$ cat config.mk
export PLATFORM = sky130hd
export DESIGN_NAME = cau_div_step
export DESIGN_NICKNAME = d
export VERILOG_FILES = /design/src/rtl/complex_arithmetic_unit_assert.svh /design/src/rtl/cau_pkg.sv /design/src/rtl/cau_div_step.sv
export SDC_FILE = /design/constraint.sdc
export NUM_CORES = 1
export LEC_CHECK = 0
export BUFFER_PORTS_ARGS = -buffer_cell sky130_fd_sc_hd__buf_2
export CORE_MARGIN = 4
export CORE_UTILIZATION = 46
export DETAILED_ROUTE_END_ITERATION = 7
export GPL_TIMING_DRIVEN = 0
export PLACE_DENSITY = 0.77
export SYNTH_ARGS = -nofsm -noshare
export SYNTH_HDL_FRONTEND = slang
export SYNTH_SLANG_ARGS = --single-unit
export TNS_END_PERCENT = 20
$ cat constraint.sdc
create_clock -name i_clk -period 3 [get_ports i_clk]
set_input_delay 0.15 -clock i_clk [delete_from_list [all_inputs] [get_ports i_clk]]
set_output_delay 0.15 -clock i_clk [all_outputs]
set_load 0.05 [all_outputs]
$ cat src/rtl/complex_arithmetic_unit_assert.svh
// Assertion macros for the complex arithmetic unit.
// Used by files that need clocked checks on i_clk / i_rst_n.
`ifndef COMPLEX_ARITHMETIC_UNIT_ASSERT_SVH
`define COMPLEX_ARITHMETIC_UNIT_ASSERT_SVH

// same-cycle implication
`define CAU_ASSERT_IMP(lbl, ante, cons, msg) \
    lbl: assert property (@(posedge i_clk) disable iff (!i_rst_n) (ante) |-> (cons)) \
        else $error(msg);

// next-cycle implication
`define CAU_ASSERT_NXT(lbl, ante, cons, msg) \
    lbl: assert property (@(posedge i_clk) disable iff (!i_rst_n) (ante) |=> (cons)) \
        else $error(msg);

`endif

$ cat src/rtl/cau_pkg.sv
// Package for the complex arithmetic unit: opcodes, payload and tag types.
// No dependencies.
package cau_pkg;

    localparam int CAU_W  = 16;
    localparam int CAU_SW = 2 * CAU_W + 1;

    typedef enum logic [1:0] {
        OP_ADD = 2'd0,
        OP_SUB = 2'd1,
        OP_MUL = 2'd2,
        OP_DIV = 2'd3
    } t_opcode;

    typedef struct packed {
        t_opcode                 opcode;
        logic signed [CAU_W-1:0] a_real;
        logic signed [CAU_W-1:0] a_imag;
        logic signed [CAU_W-1:0] b_real;
        logic signed [CAU_W-1:0] b_imag;
    } t_in;

    typedef struct packed {
        logic signed [CAU_W-1:0] res_real;
        logic signed [CAU_W-1:0] res_imag;
        logic                    operands_equal;
        logic                    div_by_zero;
        logic                    saturated;
    } t_out;

    typedef struct packed {
        t_opcode op;
        logic    eq;
        logic    dz;
        logic    neg_re;
        logic    neg_im;
        logic    ov_re;
        logic    ov_im;
    } t_tag;

endpackage

$ cat src/rtl/cau_div_step.sv
// One restoring-division stage for both result parts; the top stage only
// flags quotient overflow. Depends on cau_pkg.
module cau_div_step #(
    parameter int RW    = 66,
    parameter int SHIFT = 0
) (
    input  logic                        i_clk,
    input  logic                        i_rst_n,
    input  logic                        i_en,
    input  logic                        i_vld,
    input  cau_pkg::t_tag               i_tag,
    input  logic [2*cau_pkg::CAU_W-1:0] i_den,
    input  logic [RW-1:0]               i_rem_re,
    input  logic [RW-1:0]               i_rem_im,
    input  logic [cau_pkg::CAU_W:0]     i_q_re,
    input  logic [cau_pkg::CAU_W:0]     i_q_im,
    output logic                        o_vld,
    output cau_pkg::t_tag               o_tag,
    output logic [2*cau_pkg::CAU_W-1:0] o_den,
    output logic [RW-1:0]               o_rem_re,
    output logic [RW-1:0]               o_rem_im,
    output logic [cau_pkg::CAU_W:0]     o_q_re,
    output logic [cau_pkg::CAU_W:0]     o_q_im
);
    import cau_pkg::*;

    logic                r_vld;
    t_tag                r_tag, n_tag;
    logic [2*CAU_W-1:0]  r_den;
    logic [RW-1:0]       r_rem_re, r_rem_im, n_rem_re, n_rem_im, w_dsh;
    logic [CAU_W:0]      r_q_re, r_q_im, n_q_re, n_q_im, w_bit;
    logic                w_div, w_ge_re, w_ge_im;

    always_comb begin
        w_dsh    = RW'(i_den) << SHIFT;
        w_bit    = (CAU_W+1)'(1) << SHIFT;
        w_div    = (i_tag.op == OP_DIV) && !i_tag.dz;
        w_ge_re  = i_rem_re >= w_dsh;
        w_ge_im  = i_rem_im >= w_dsh;
        n_tag    = i_tag;
        n_rem_re = i_rem_re;
        n_rem_im = i_rem_im;
        n_q_re   = i_q_re;
        n_q_im   = i_q_im;
        if (SHIFT == CAU_W + 1) begin
            n_tag.ov_re = w_div && w_ge_re;
            n_tag.ov_im = w_div && w_ge_im;
        end else begin
            if (w_div && !i_tag.ov_re && w_ge_re) begin
                n_rem_re = i_rem_re - w_dsh;
                n_q_re   = i_q_re | w_bit;
            end
            if (w_div && !i_tag.ov_im && w_ge_im) begin
                n_rem_im = i_rem_im - w_dsh;
                n_q_im   = i_q_im | w_bit;
            end
        end
    end

    always_ff @(posedge i_clk) begin
        if (!i_rst_n) begin
            r_vld <= 1'b0;
        end else if (i_en) begin
            r_vld <= i_vld;
        end
    end

    always_ff @(posedge i_clk) begin
        if (i_en) begin
            r_tag    <= n_tag;
            r_den    <= i_den;
            r_rem_re <= n_rem_re;
            r_rem_im <= n_rem_im;
            r_q_re   <= n_q_re;
            r_q_im   <= n_q_im;
        end
    end

    assign o_vld    = r_vld;
    assign o_tag    = r_tag;
    assign o_den    = r_den;
    assign o_rem_re = r_rem_re;
    assign o_rem_im = r_rem_im;
    assign o_q_re   = r_q_re;
    assign o_q_im   = r_q_im;

endmodule
==> impl_results.rst <==
.. list-table::
   :header-rows: 1

   * - Metric
     - Value
   * - Routed WL per cell
     - 21.5 µm
   * - Max H-tree Level
     - 1
   * - Number of instances in the synthesized netlist
     - 1147
   * - CP required
     - 3.25 ns
   * - CTS tree
     - built
   * - Die H
     - around 170 µm
   * - TritonCTS buffer count
     - 24
   * - Vias in the first global route
     - 12100
   * - Longest Clk Path Bufs
     - 3
   * - Count of input and output buffers
     - 415
   * - Critical path class
     - in2reg
   * - Post-Syn Area
     - 12200 µm²
   * - Leading register cell type out of synthesis
     - edfxtp_1
   * - Synth warn
     - 0
   * - Final WS setup
     - around 0.018 ns
   * - F_max
     - approximately 340 MHz
   * - Number of filler cells placed in the layout
     - 1920
   * - Count of unique library cells instantiated by Yosys
     - between 70 and 80
   * - Sequential element share of the synthesized area
     - 51.0%
   * - Fraction of registers with async set/reset
     - 0%
   * - Count of max-cap constraint violations
     - 0
   * - Minimum period implied by the final worst setup slack
     - 2.98 ns
   * - Number of non-filler instances in the completed layout
     - 2146
   * - Final number of max-transition violations
     - 0
   * - Area of the multi-input gates
     - 6060 µm²
   * - Boundary pin count
     - 417
   * - Total Routed Length
     - 46.1 mm
   * - FF/Latch Area
     - 6210 µm²
   * - Hold Crit Class
     - in2reg
   * - Number of antenna violations at the first check in global routing
     - 10
   * - Average vias per placed instance
     - between 5 and 6
   * - Final #Nets
     - 2062
   * - Clock sink count
     - 207
   * - Number of DRC violations after detailed-routing iteration 0
     - 1007
   * - Pre-CTS setup slack
     - -1.35 ns
   * - First-pass GRT wire length
     - 67.2 mm
   * - Core Area
     - between 20000 and 30000 µm²
   * - WP data arrival
     - 3.24 ns
   * - Number of enable flip-flop cells after synthesis
     - between 200 and 250
   * - Clock network latency to the later pin of the worst-skew pair
     - 0.52 ns
   * - Setup repair after global routing missed its margin
     - yes
   * - DRC violations left
     - 0
   * - Total gr overflow
     - 0
   * - Maximum number of pins on one net before global-route repair
     - 114
   * - Worst Tran Pin Value
     - 0.812 ns
   * - Cells after DPL
     - approximately 1900
   * - Net count after synthesis
     - between 1000 and 1500
   * - Initial DRT Pass Iterations
     - 5
   * - Aggregate global-route resource usage
     - 29.5%
   * - Detail Route Antenna Nets
     - 0
   * - Standard-cell row count
     - 59
   * - Part of the cycle the worst path needs
     - 99.4%
   * - Category of the worst setup path launch point
     - input pin
   * - Die Span X
     - approximately 170 µm
   * - Most common cell after layout, fill and taps aside
     - buf_2
   * - IR Drop Worst-Case VDD
     - 471 µV
   * - Area Growth Syn to Fin
     - 47.3%
   * - Clock-pin slew reported for the worst setup and hold paths after clock tree synthesis
     - 0.06 ns
   * - Worst Clk Skew
     - 0 ns
   * - Top fanout value on the critical path
     - 9
   * - Share of layout cells above drive strength 1
     - 30.7%
   * - Final weighted congestion in routability-driven placement
     - between 0.9 and 1
   * - Leakage power total
     - 0.00762 µW
   * - Power per standard cell area
     - 504 nW/µm²
   * - Flip-flop and latch count after synthesis
     - around 210
   * - Count of final hold-check violations
     - 0
   * - Endpoint type of the worst setup path
     - register
   * - Die footprint
     - slightly below 30000 µm²
   * - Commonest non-fill, non-tap cells in the layout
     - buf_2 (420), edfxtp_1 (206), dlygate4sd3_1 (193), nand2_1 (132), o21ai_0 (88)
   * - Routed vias
     - 12100
   * - Initial standard-cell utilization of the core
     - between 40% and 50%
   * - Slew headroom
     - 45.9%
   * - Final Setup Violations
     - 0
   * - Clock Root Buffer
     - clkbuf_16
   * - Status
     - completed
   * - Average cell area after synthesis
     - approximately 11 µm²
   * - HPWL after detailed placement
     - 32.5 mm
[metal layers]
metal  vias up  global-route usage, %  share of wire (%)
li1       5586                      -                  -
met1      5770                   35.9                 38
met2       596                   51.0                 49
met3       128                   6.12                8.5
met4         4                   12.7                4.8
met5         -                      0              0.054
[sequential cells by signal, indices dropped and copies added, names as in the netlist]
register	count
o_den	32
o_q_im	17
o_q_re	17
o_rem_im	66
o_rem_re	66
o_tag	8
o_vld	1
[Yosys cell counts (7+ instances only)]
master / number / share of area [%]
nand2b_1: 11 / 0.57
nor2_1: 58 / 1.8
inv_1: 50 / 1.5
nor3_1: 39 / 1.6
o21ai_0: 92 / 3.8
o21a_1: 7 / 0.43
a31oi_1: 10 / 0.51
or4_1: 10 / 0.62
or2_2: 7 / 0.36
nand2_1: 136 / 4.2
xor2_1: 56 / 4.0
a211oi_1: 9 / 0.55
and2_1: 7 / 0.36
nand3_1: 31 / 1.3
or3_1: 11 / 0.57
ha_1: 64 / 6.6
a21oi_1: 57 / 2.3
o21bai_1: 7 / 0.43
xnor2_1: 69 / 5.0
a21o_1: 36 / 2.2
edfxtp_1: 206 / 51
nor2b_1: 7 / 0.36
nand4_1: 22 / 1.1
clkbuf_1: 24 / 0.74
nor4_1: 23 / 1.2
[logic make-up (layout without fill, tap and decap cells)]
group	Yosys count	after routing	share of synthesized area (%)
compound gates	269	270	13.9
xor+xnor	125	125	8.99
fa+ha+maj	66	66	6.90
buf+inv	84	739	2.70
flops	207	207	51.0
mux	4	4	0.360
other cells	0	8	0
simple gates	392	392	16.2
[path summary, 6_finish.rpt]
check                               endpoint         start  cells after the start  slack [ns]
worst max register to register         o_vld         o_vld                      3        1.87
worst min-delay path            o_rem_re[37]  i_rem_re[37]                      2        0.03
worst min register to register         o_vld         o_vld                      3        1.05
worst max-delay path            o_rem_re[56]     i_den[29]                     12        0.02
[what timing repair did]
item | in CTS | in global routing
setup endpoints to repair | 128 | 113
resized for setup | 46 | 48
pin swaps | 6 | 14
hold buffers | 192 | 1
setup buffers | 2 | 9
gates cloned | 0 | 2
endpoints found under the hold margin | 192 | 1
[through the flow]
step	hold WS, ns	cell area [µm²]	total power, µW	setup TNS, ns	utilization, %
after floorplan	0.249	12200	5200	-0.165	-
after global placement	0.327	14700	5920	-316.15	56.3
after detailed placement	0.328	14700	5940	-125.48	56.5
after CTS	-0.164	17600	8960	-0.0545	67.5
after global routing	0.0159	17900	9400	-0.983	68.8
final	0.0252	17900	9040	0	68.8
[where the power goes]
group          internal (µW)  leakage [µW]  total [µW]  switching (µW)
Combinational            865       0.00523        2680            1820
Sequential              3460       0.00202        3520            67.8
Clock                   1640      0.000364        2840            1200
Total                   5960       0.00762        9040            3080
[area by class of cell]
class	count	share of cell area (%)
antenna	8	0.112
buffer	24	0.739
clock buffer	29	3.45
clock inverter	14	0.726
inverter	50	1.05
multi-input combinational	857	33.8
sequential	207	34.6
tap	335	2.34
timing repair buffer	622	23.2
[worst max-delay path: stages]
cell and delay (ns):
buf_2 0.10, inv_1 0.09, ha_2 0.44, nand4_1 0.26, nor4_4 0.47, nand2_1 0.17
o31ai_2 0.32, o21a_1 0.26, a31oi_4 0.08, or3_4 0.44, a2111oi_4 0.34, xor2_1 0.11
Power figures use the tool's default switching activity.
